**src/hw/rtl/sra_pkg.sv**
```systemverilog
// ----------------------------------------------------------------------------
// sra_pkg
// Shared types and constants for the stall reverse assist block.
// ----------------------------------------------------------------------------
package sra_pkg;

  localparam int SPEED_W     = 17;
  localparam int CFG_W       = 16;
  localparam int CFG_IDX_W   = 3;
  localparam int CFG_DATA_W  = 17;
  localparam int IN_TDATA_W  = 24;
  localparam int OUT_TDATA_W = 24;
  localparam int IN_ITEM_W   = 20;
  localparam int RES_W       = 18;

  typedef enum logic [CFG_IDX_W-1:0] {
    REG_TARGET_SPEED = 3'd0,
    REG_TARGET_MIN   = 3'd1,
    REG_TARGET_MAX   = 3'd2,
    REG_MOTION_THR   = 3'd3,
    REG_STALL_THR    = 3'd4,
    REG_MOTION_NEED  = 3'd5,
    REG_STALL_NEED   = 3'd6,
    REG_HOLD_TICKS   = 3'd7
  } cfg_idx_t;

  typedef struct packed {
    logic signed [SPEED_W-1:0] tgt_speed;
    logic signed [SPEED_W-1:0] target_min;
    logic signed [SPEED_W-1:0] target_max;
    logic [CFG_W-1:0]          motion_thr;
    logic [CFG_W-1:0]          stall_thr;
    logic [CFG_W-1:0]          motion_need;
    logic [CFG_W-1:0]          stall_need;
    logic [CFG_W-1:0]          hold_ticks;
  } cfg_t;

  // lowest bit first: mode_on, run_on, safe_ok, measured_speed
  typedef struct packed {
    logic signed [SPEED_W-1:0] measured_speed;
    logic                      safe_ok;
    logic                      run_on;
    logic                      mode_on;
  } in_item_t;

  // lowest bit first: active, speed_command
  typedef struct packed {
    logic signed [SPEED_W-1:0] speed_command;
    logic                      active;
  } res_t;

  localparam logic signed [SPEED_W-1:0] RST_TARGET_SPEED = 17'sd0;
  localparam logic signed [SPEED_W-1:0] RST_TARGET_MIN   = 17'sd0;
  localparam logic signed [SPEED_W-1:0] RST_TARGET_MAX   = 17'sd65535;
  localparam logic [CFG_W-1:0]          RST_MOTION_THR   = 16'd100;
  localparam logic [CFG_W-1:0]          RST_STALL_THR    = 16'd20;
  localparam logic [CFG_W-1:0]          RST_MOTION_NEED  = 16'd50;
  localparam logic [CFG_W-1:0]          RST_STALL_NEED   = 16'd10;
  localparam logic [CFG_W-1:0]          RST_HOLD_TICKS   = 16'd100;

  localparam logic signed [SPEED_W-1:0] SPEED_MOST_NEG = 17'sh10000;
  localparam logic signed [SPEED_W-1:0] SPEED_MOST_POS = 17'sd65535;

endpackage

```
**src/hw/rtl/stall_reverse_assist_core.sv**
```systemverilog
// ----------------------------------------------------------------------------
// stall_reverse_assist_core
// Reverse assist for a bump-driving mode: one control tick in, one command out.
// ----------------------------------------------------------------------------
// Pipeline: 2 register stages (input, then result); out_tvalid rises as a
//   beat moves into the result register, one result beat per input beat.
// Throughput: 1 beat per cycle with out_tready high; counters update once
//   per tick in the single decision stage, so each tick sees the prior state.
// Reset: rst_n synchronous, active low; clears counters, pipeline valids and
//   loads the configuration registers with their defaults.
// ----------------------------------------------------------------------------
module stall_reverse_assist_core #(
  parameter int COUNT_WIDTH = 16
) (
  input  logic                               clk,
  input  logic                               rst_n,
  // configuration write port
  input  logic                               cfg_we,
  input  logic [sra_pkg::CFG_IDX_W-1:0]      cfg_addr,
  input  logic [sra_pkg::CFG_DATA_W-1:0]     cfg_wdata,
  // input ticks
  input  logic                               in_tvalid,
  output logic                               in_tready,
  // [0] mode_on, [1] run_on, [2] safe_ok, [19:3] measured_speed, [23:20] zero
  input  logic [sra_pkg::IN_TDATA_W-1:0]     in_tdata,
  // results
  output logic                               out_tvalid,
  input  logic                               out_tready,
  // [0] active, [17:1] speed_command, [23:18] zero
  output logic [sra_pkg::OUT_TDATA_W-1:0]    out_tdata
);

  sra_pkg::cfg_t     cfg;
  sra_pkg::in_item_t in_item_r;
  sra_pkg::res_t     res;
  sra_pkg::res_t     out_res_r;
  logic              in_v_r;
  logic              out_v_r;
  logic              adv;
  logic              step_en;

  // The result register is free when empty or being taken this cycle; the
  // input register then moves on and can take a fresh beat in the same cycle.
  assign adv       = !out_v_r || out_tready;
  assign step_en   = in_v_r && adv;
  assign in_tready = !in_v_r || adv;

  sra_cfg_regs u_cfg (
    .clk       (clk),
    .rst_n     (rst_n),
    .cfg_we    (cfg_we),
    .cfg_addr  (cfg_addr),
    .cfg_wdata (cfg_wdata),
    .cfg_o     (cfg)
  );

  // decision stage: counters commit only when the tick moves into the
  // result register
  sra_step #(
    .COUNT_WIDTH (COUNT_WIDTH)
  ) u_step (
    .clk     (clk),
    .rst_n   (rst_n),
    .step_en (step_en),
    .item_i  (in_item_r),
    .cfg_i   (cfg),
    .res_o   (res)
  );

  always_ff @(posedge clk) begin
    if (!rst_n) begin
      in_v_r  <= 1'b0;
      out_v_r <= 1'b0;
    end else begin
      if (in_tready) begin
        in_v_r <= in_tvalid;
      end
      if (adv) begin
        out_v_r <= in_v_r;
      end
    end
  end

  // payload registers, no reset
  always_ff @(posedge clk) begin
    if (in_tvalid && in_tready) begin
      in_item_r <= in_tdata[sra_pkg::IN_ITEM_W-1:0];
    end
    if (step_en) begin
      out_res_r <= res;
    end
  end

  assign out_tvalid = out_v_r;
  assign out_tdata  = {{(sra_pkg::OUT_TDATA_W - sra_pkg::RES_W){1'b0}}, out_res_r};

endmodule

```
**src/hw/rtl/sra_cfg_regs.sv**
```systemverilog
// ----------------------------------------------------------------------------
// sra_cfg_regs
// Configuration register file, written through a plain index/data port.
// ----------------------------------------------------------------------------
module sra_cfg_regs (
  input  logic                             clk,
  input  logic                             rst_n,
  input  logic                             cfg_we,
  input  logic [sra_pkg::CFG_IDX_W-1:0]    cfg_addr,
  input  logic [sra_pkg::CFG_DATA_W-1:0]   cfg_wdata,
  output sra_pkg::cfg_t                    cfg_o
);

  sra_pkg::cfg_t cfg_r;

  always_ff @(posedge clk) begin
    if (!rst_n) begin
      cfg_r.tgt_speed    <= sra_pkg::RST_TARGET_SPEED;
      cfg_r.target_min   <= sra_pkg::RST_TARGET_MIN;
      cfg_r.target_max   <= sra_pkg::RST_TARGET_MAX;
      cfg_r.motion_thr   <= sra_pkg::RST_MOTION_THR;
      cfg_r.stall_thr    <= sra_pkg::RST_STALL_THR;
      cfg_r.motion_need  <= sra_pkg::RST_MOTION_NEED;
      cfg_r.stall_need   <= sra_pkg::RST_STALL_NEED;
      cfg_r.hold_ticks   <= sra_pkg::RST_HOLD_TICKS;
    end else if (cfg_we) begin
      unique case (sra_pkg::cfg_idx_t'(cfg_addr))
        sra_pkg::REG_TARGET_SPEED: cfg_r.tgt_speed    <= $signed(cfg_wdata);
        sra_pkg::REG_TARGET_MIN:   cfg_r.target_min   <= $signed(cfg_wdata);
        sra_pkg::REG_TARGET_MAX:   cfg_r.target_max   <= $signed(cfg_wdata);
        sra_pkg::REG_MOTION_THR:   cfg_r.motion_thr   <= cfg_wdata[sra_pkg::CFG_W-1:0];
        sra_pkg::REG_STALL_THR:    cfg_r.stall_thr    <= cfg_wdata[sra_pkg::CFG_W-1:0];
        sra_pkg::REG_MOTION_NEED:  cfg_r.motion_need  <= cfg_wdata[sra_pkg::CFG_W-1:0];
        sra_pkg::REG_STALL_NEED:   cfg_r.stall_need   <= cfg_wdata[sra_pkg::CFG_W-1:0];
        sra_pkg::REG_HOLD_TICKS:   cfg_r.hold_ticks   <= cfg_wdata[sra_pkg::CFG_W-1:0];
        default: ;
      endcase
    end
  end

  assign cfg_o = cfg_r;

endmodule

```
**src/hw/rtl/sra_step.sv**
```systemverilog
// ----------------------------------------------------------------------------
// sra_step
// Per-tick decision logic and the motion/stall/hold counters.
// ----------------------------------------------------------------------------
module sra_step #(
  parameter int COUNT_WIDTH = 16
) (
  input  logic              clk,
  input  logic              rst_n,
  input  logic              step_en,
  input  sra_pkg::in_item_t item_i,
  input  sra_pkg::cfg_t     cfg_i,
  output sra_pkg::res_t     res_o
);

  localparam int CMPW = (COUNT_WIDTH > sra_pkg::CFG_W) ? COUNT_WIDTH : sra_pkg::CFG_W;

  logic [COUNT_WIDTH-1:0] moving_r, moving_nxt;
  logic [COUNT_WIDTH-1:0] stopped_r, stopped_nxt;
  logic [COUNT_WIDTH-1:0] rev_r, rev_nxt;

  logic signed [sra_pkg::SPEED_W-1:0] target;
  logic signed [sra_pkg::SPEED_W-1:0] target_neg;
  logic [sra_pkg::SPEED_W-1:0]        speed_mag;
  logic [COUNT_WIDTH-1:0]             cmax;
  logic [CMPW-1:0]                    cmax_ext;
  logic [sra_pkg::CFG_W-1:0]          hold16;
  logic [CMPW-1:0]                    hold_ext;
  logic [COUNT_WIDTH-1:0]             hold_clip;
  logic [COUNT_WIDTH-1:0]             stopped_inc;
  logic                               moving_fast;
  logic                               is_stopped;
  logic                               motion_done;

  always_comb begin
    // clamp: the lower bound is checked first, so when the bounds cross it wins only for a target below it
    if ($signed(cfg_i.tgt_speed) < $signed(cfg_i.target_min)) begin
      target = cfg_i.target_min;
    end else if ($signed(cfg_i.tgt_speed) > $signed(cfg_i.target_max)) begin
      target = cfg_i.target_max;
    end else begin
      target = cfg_i.tgt_speed;
    end

    target_neg = (target == sra_pkg::SPEED_MOST_NEG) ? sra_pkg::SPEED_MOST_POS : -target;

    // |speed| of the most negative code is 65536, still fits unsigned 17 bits
    speed_mag = item_i.measured_speed[sra_pkg::SPEED_W-1]
              ? -item_i.measured_speed
              : item_i.measured_speed;

    moving_fast = speed_mag > {1'b0, cfg_i.motion_thr};
    is_stopped  = speed_mag < {1'b0, cfg_i.stall_thr};

    cmax      = '1;
    cmax_ext  = CMPW'(cmax);
    hold16    = (cfg_i.hold_ticks == '0) ? sra_pkg::CFG_W'(1) : cfg_i.hold_ticks;
    hold_ext  = CMPW'(hold16);
    hold_clip = (hold_ext > cmax_ext) ? cmax : hold_ext[COUNT_WIDTH-1:0];

    motion_done = CMPW'(moving_r) >= CMPW'(cfg_i.motion_need);

    stopped_inc = stopped_r;
    if ((CMPW'(stopped_r) < CMPW'(cfg_i.stall_need)) && (stopped_r != cmax)) begin
      stopped_inc = stopped_r + COUNT_WIDTH'(1);
    end

    moving_nxt  = moving_r;
    stopped_nxt = stopped_r;
    rev_nxt     = rev_r;
    res_o.active        = 1'b1;
    res_o.speed_command = target;

    priority if (!item_i.mode_on || !item_i.run_on || !item_i.safe_ok) begin
      moving_nxt  = '0;
      stopped_nxt = '0;
      rev_nxt     = '0;
      res_o.active        = item_i.mode_on;
      res_o.speed_command = '0;
    end else if (rev_r != '0) begin
      rev_nxt             = rev_r - COUNT_WIDTH'(1);
      res_o.speed_command = target_neg;
    end else if (moving_fast) begin
      if (!motion_done && (moving_r != cmax)) begin
        moving_nxt = moving_r + COUNT_WIDTH'(1);
      end
      stopped_nxt = '0;
    end else if (is_stopped) begin
      if (motion_done) begin
        stopped_nxt = stopped_inc;
        if (CMPW'(stopped_inc) >= CMPW'(cfg_i.stall_need)) begin
          moving_nxt          = '0;
          stopped_nxt         = '0;
          rev_nxt             = hold_clip - COUNT_WIDTH'(1);
          res_o.speed_command = target_neg;
        end
      end
    end else begin
      // between the thresholds
      stopped_nxt = '0;
    end
  end

  always_ff @(posedge clk) begin
    if (!rst_n) begin
      moving_r  <= '0;
      stopped_r <= '0;
      rev_r     <= '0;
    end else if (step_en) begin
      moving_r  <= moving_nxt;
      stopped_r <= stopped_nxt;
      rev_r     <= rev_nxt;
    end
  end

endmodule

```
**config.mk**
```make
export PLATFORM = sky130hd
export DESIGN_NAME = stall_reverse_assist_core
export DESIGN_NICKNAME = d
export VERILOG_FILES = /design/src/hw/rtl/sra_pkg.sv /design/src/hw/rtl/stall_reverse_assist_core.sv /design/src/hw/rtl/sra_cfg_regs.sv /design/src/hw/rtl/sra_step.sv
export SDC_FILE = /design/constraint.sdc
export NUM_CORES = 1
export LEC_CHECK = 0
export BUFFER_PORTS_ARGS = -buffer_cell sky130_fd_sc_hd__buf_2
export CAP_MARGIN = 25
export CORE_UTILIZATION = 42
export DETAILED_ROUTE_END_ITERATION = 10
export GPL_ROUTABILITY_DRIVEN = 0
export PLACE_DENSITY = 0.61
export SLEW_MARGIN = 20
export SYNTH_ARGS = -nofsm -noshare
export SYNTH_HDL_FRONTEND = slang
export SYNTH_HIERARCHICAL = 1
export SYNTH_SLANG_ARGS = --single-unit
export TNS_END_PERCENT = 5
```
**constraint.sdc**
```tcl
create_clock -name clk -period 6.1 [get_ports clk]
set_clock_uncertainty 0.05 [all_clocks]
set_input_delay 0.61 -clock clk [delete_from_list [all_inputs] [get_ports clk]]
set_output_delay 0.61 -clock clk [all_outputs]
set_load 0.01 [all_outputs]
```
==> flow_summary.json <==
{
  "postLayoutCellArea_mm2": 0.0154,
  "reg2reg_from": "u_cfg/cfg_o[25]$_SDFFE_PN0P_",
  "cpPeakStageDelay_ns": 0.55,
  "critPathKind": "reg2reg",
  "min_to": "in_item_r[2]$_DFFE_PP_",
  "finalSetupTns_ns": 0,
  "cts_tree": "done",
  "cp-start-kind": "flop",
  "status": "completed",
  "start_util": 0.432,
  "core_area_mm2": 0.0319,
  "grt_pass1_vias": 10800,
  "crit_buf_inv": 2,
  "wl_um": 36400,
  "fillers": 3091,
  "cp-end-kind": "flop",
  "cts.sinks": 219,
  "p_sw_frac": 0.279,
  "drtIter0Drc": 794,
  "power.switching_w": 0.00106,
  "final_nets": 1777,
  "r2r_cells": 19,
  "rows": 65,
  "track_usage": 0.219,
  "seq_power_share": 0.404,
  "final_common_cell": "nand2_1",
  "synth_warnings": 6,
  "insertion_delay_ns": 0.55,
  "hold_class": "in2reg",
  "post_dp_cell_area_mm2": 0.0145,
  "wl_per_cell_um": 17.6,
  "critical_path.slowest_cell": "o31a_1",
  "dieArea_mm2": 0.0335,
  "cts_resized": 0,
  "num_vias": 11500,
  "area_growth_pct": 12.2,
  "cts_max_path_buffers": 3,
  "root_buffer": "clkbuf_16",
  "period_share": 0.924,
  "leakage_nw": 6.70,
  "ys_ff_latch": 219,
  "drv_cap": 0,
  "gr-total-overflow": 0,
  "ys_seq_area_frac": 0.346,
  "synth_top_flop_cell": "dfxtp_1",
  "ir_drop_uv": 203,
  "cts-hold-fix-buffers": 0,
  "rsz0062_at_grt": "false",
  "die_w_um": 183,
  "max_slew_margin": 0.321,
  "grt_pass1_wl_um": 58300,
  "finalCriticalPeriod_ns": 5.64,
  "cp.required_ns": 6.31,
  "synth_cell_types": 91,
  "holdCritStartpoint": "in_tdata[2]",
  "cts.htree.levels": 1,
  "r2r-end": "out_tdata[3]$_DFFE_PP_",
  "first_pass_iters": 5,
  "p_clk_frac": 0.432,
  "timing.fmax_mhz": 177,
  "clk_pin_slew_ns": 0.06,
  "tightest_slew_ns": 1.02,
  "comb_power_share": 0.163,
  "post_cts_buffers": 0,
  "ios": 75,
  "critPathTopFamily": "compound AO/OA/AOI/OAI gates",
  "via_per_inst": 5.56,
  "dp.final_hpwl_um": 26900,
  "synthArstFlopShare": 0,
  "drc": 0,
  "cts_buffers": 27,
  "final_hold_viol_count": 0,
  "crit_fanout": 15,
  "grt_max_degree": 79,
  "r2r_slack_ns": 0.46,
  "p_per_area_mw_per_mm2": 246,
  "internal-power_w": 0.00274,
  "drv_slew": 0,
  "cp_data_arrival_time_ns": 5.85,
  "finalSetupViolCount": 0,
  "synth_edf_count": 38,
  "crit_chain": "inv_1 -> ha_1 -> a21o_1 -> a21o_1 -> a21oi_1 -> nor2_1 -> a2111oi_1 -> buf_4 -> nand3_1 -> or3_1 -> xnor2_1 -> ha_1 -> or3_1 -> a211oi_1 -> o21ai_0 -> nand2_1 -> o31a_1 -> nand4b_1 -> o311ai_0",
  "drive_gt1_frac": 0.112,
  "syn_inst": 1564,
  "antenna_found_initial": 4,
  "avgSynthCellArea_um2": 8.80,
  "layout_common_cells": "nand2_1, dfxtp_1, mux2i_1",
  "die_y_um": 183,
  "antenna_left": 0,
  "holdPathStages": 1,
  "synth_area_mm2": 0.0138,
  "numPortBuffers": 64
}
synth_stat cells (10+ instances only):
cell      number  area, µm²
or3_1         10       62.6
buf_2         11       55.1
edfxtp_1      38       1140
nor3_1        26        130
a211oi_1      13       97.6
a21o_1        24        180
o21a_1        13       97.6
nand4_1       21        131
nand2_1      196        736
o221a_2       14        158
o21ai_0       70        350
nor2b_1       51        319
mux2i_1      135       1350
o211ai_1      11       82.6
clkbuf_1      48        180
and2_1        11       68.8
or4_1         10       75.1
a31oi_1       11       68.8
inv_1        117        439
dfxtp_1      181       3620
nor4_1        13       81.3
nor2_1        82        308
ha_1         116       1450
o31ai_1       11       82.6
nand3_1       34        170
a21oi_1       75        375
and3_1        19        119
or2_2         12       75.1
xnor2_1       23        201
worst max-delay path by stage:
stage / startpoint / end / slack, ns / depth (start not counted)
after floorplan: u_cfg/cfg_o[25]$_SDFFE_PN0P_ / u_step/stopped_r[5]$_SDFFE_PN0P_ / 0.74 / 20
after global placement: u_cfg/cfg_o[25]$_SDFFE_PN0P_ / u_step/rev_r[4]$_SDFFE_PN0P_ / 0.42 / 21
after detailed placement: u_cfg/cfg_o[25]$_SDFFE_PN0P_ / u_step/rev_r[4]$_SDFFE_PN0P_ / 0.40 / 21
after CTS: u_cfg/cfg_o[25]$_SDFFE_PN0P_ / u_step/rev_r[4]$_SDFFE_PN0P_ / 0.32 / 21
after global routing: u_cfg/cfg_o[25]$_SDFFE_PN0P_ / out_tdata[1]$_DFFE_PP_ / 0.02 / 20
final: u_cfg/cfg_o[25]$_SDFFE_PN0P_ / out_tdata[3]$_DFFE_PP_ / 0.46 / 19
sequential cells by signal, summed over array words and instances, names as in the netlist:
name / cells
in_v_r: 1
u_step/moving_r: 16
u_cfg/cfg_o: 131
out_tdata: 18
in_item_r: 20
u_step/rev_r: 16
out_tvalid: 1
u_step/stopped_r: 16
power groups by stage:
stage          registers (W)  logic [W]  clock network [W]
5_1_grt              0.00154   0.000684            0.00174
3_5_place_dp         0.00157   0.000608                  0
3_3_place_gp         0.00156   0.000599                  0
6_report             0.00154   0.000621            0.00164
4_1_cts              0.00154   0.000611            0.00168
2_1_floorplan        0.00156   0.000447                  0
through the flow:
step,utilization,worst slack (ns),std cells,power (W),hold slack (ns)
floorplan,-,0.745,1569,0.00201,0.385
global placement,0.454,0.418,2015,0.00216,0.395
detailed placement,0.454,0.402,2016,0.00217,0.401
CTS,0.483,0.319,2066,0.00383,0.160
global route,0.484,0.0178,2069,0.00396,0.162
finish,0.484,0.461,2071,0.00380,0.185
routing by layer:
metal	track usage	vias up	wire [µm]
met5	0	-	8
met4	0.0617	2	912
met3	0.0338	53	2010
met2	0.339	304	15500
met1	0.313	5396	18000
li1	-	5769	-
cell families (layout without fill, tap and decap cells):
family / Yosys count / in the layout / synth area share
DFF: 219 / 219 / 0.346
AOI/OAI and AO/OA: 331 / 331 / 0.168
adders and majority gates: 116 / 116 / 0.105
buffers and inverters: 190 / 254 / 0.0570
other: 1 / 9 / 0.000272
muxes: 139 / 139 / 0.101
xor gates and xnor gates: 29 / 29 / 0.0185
and+or+nand+nor: 539 / 539 / 0.203
cell type report:
class                      instances  area (µm²)  area share
clock buffer                      43         827      0.0536
clock inverter                     7         100     0.00648
antenna                            3        7.51    0.000486
sequential                       219        4760       0.309
multi-input combinational       1160        8240       0.534
tap                              435         544      0.0353
inverter                         117         439      0.0284
timing repair buffer              87         510      0.0331
Power figures use the tool's default switching activity.
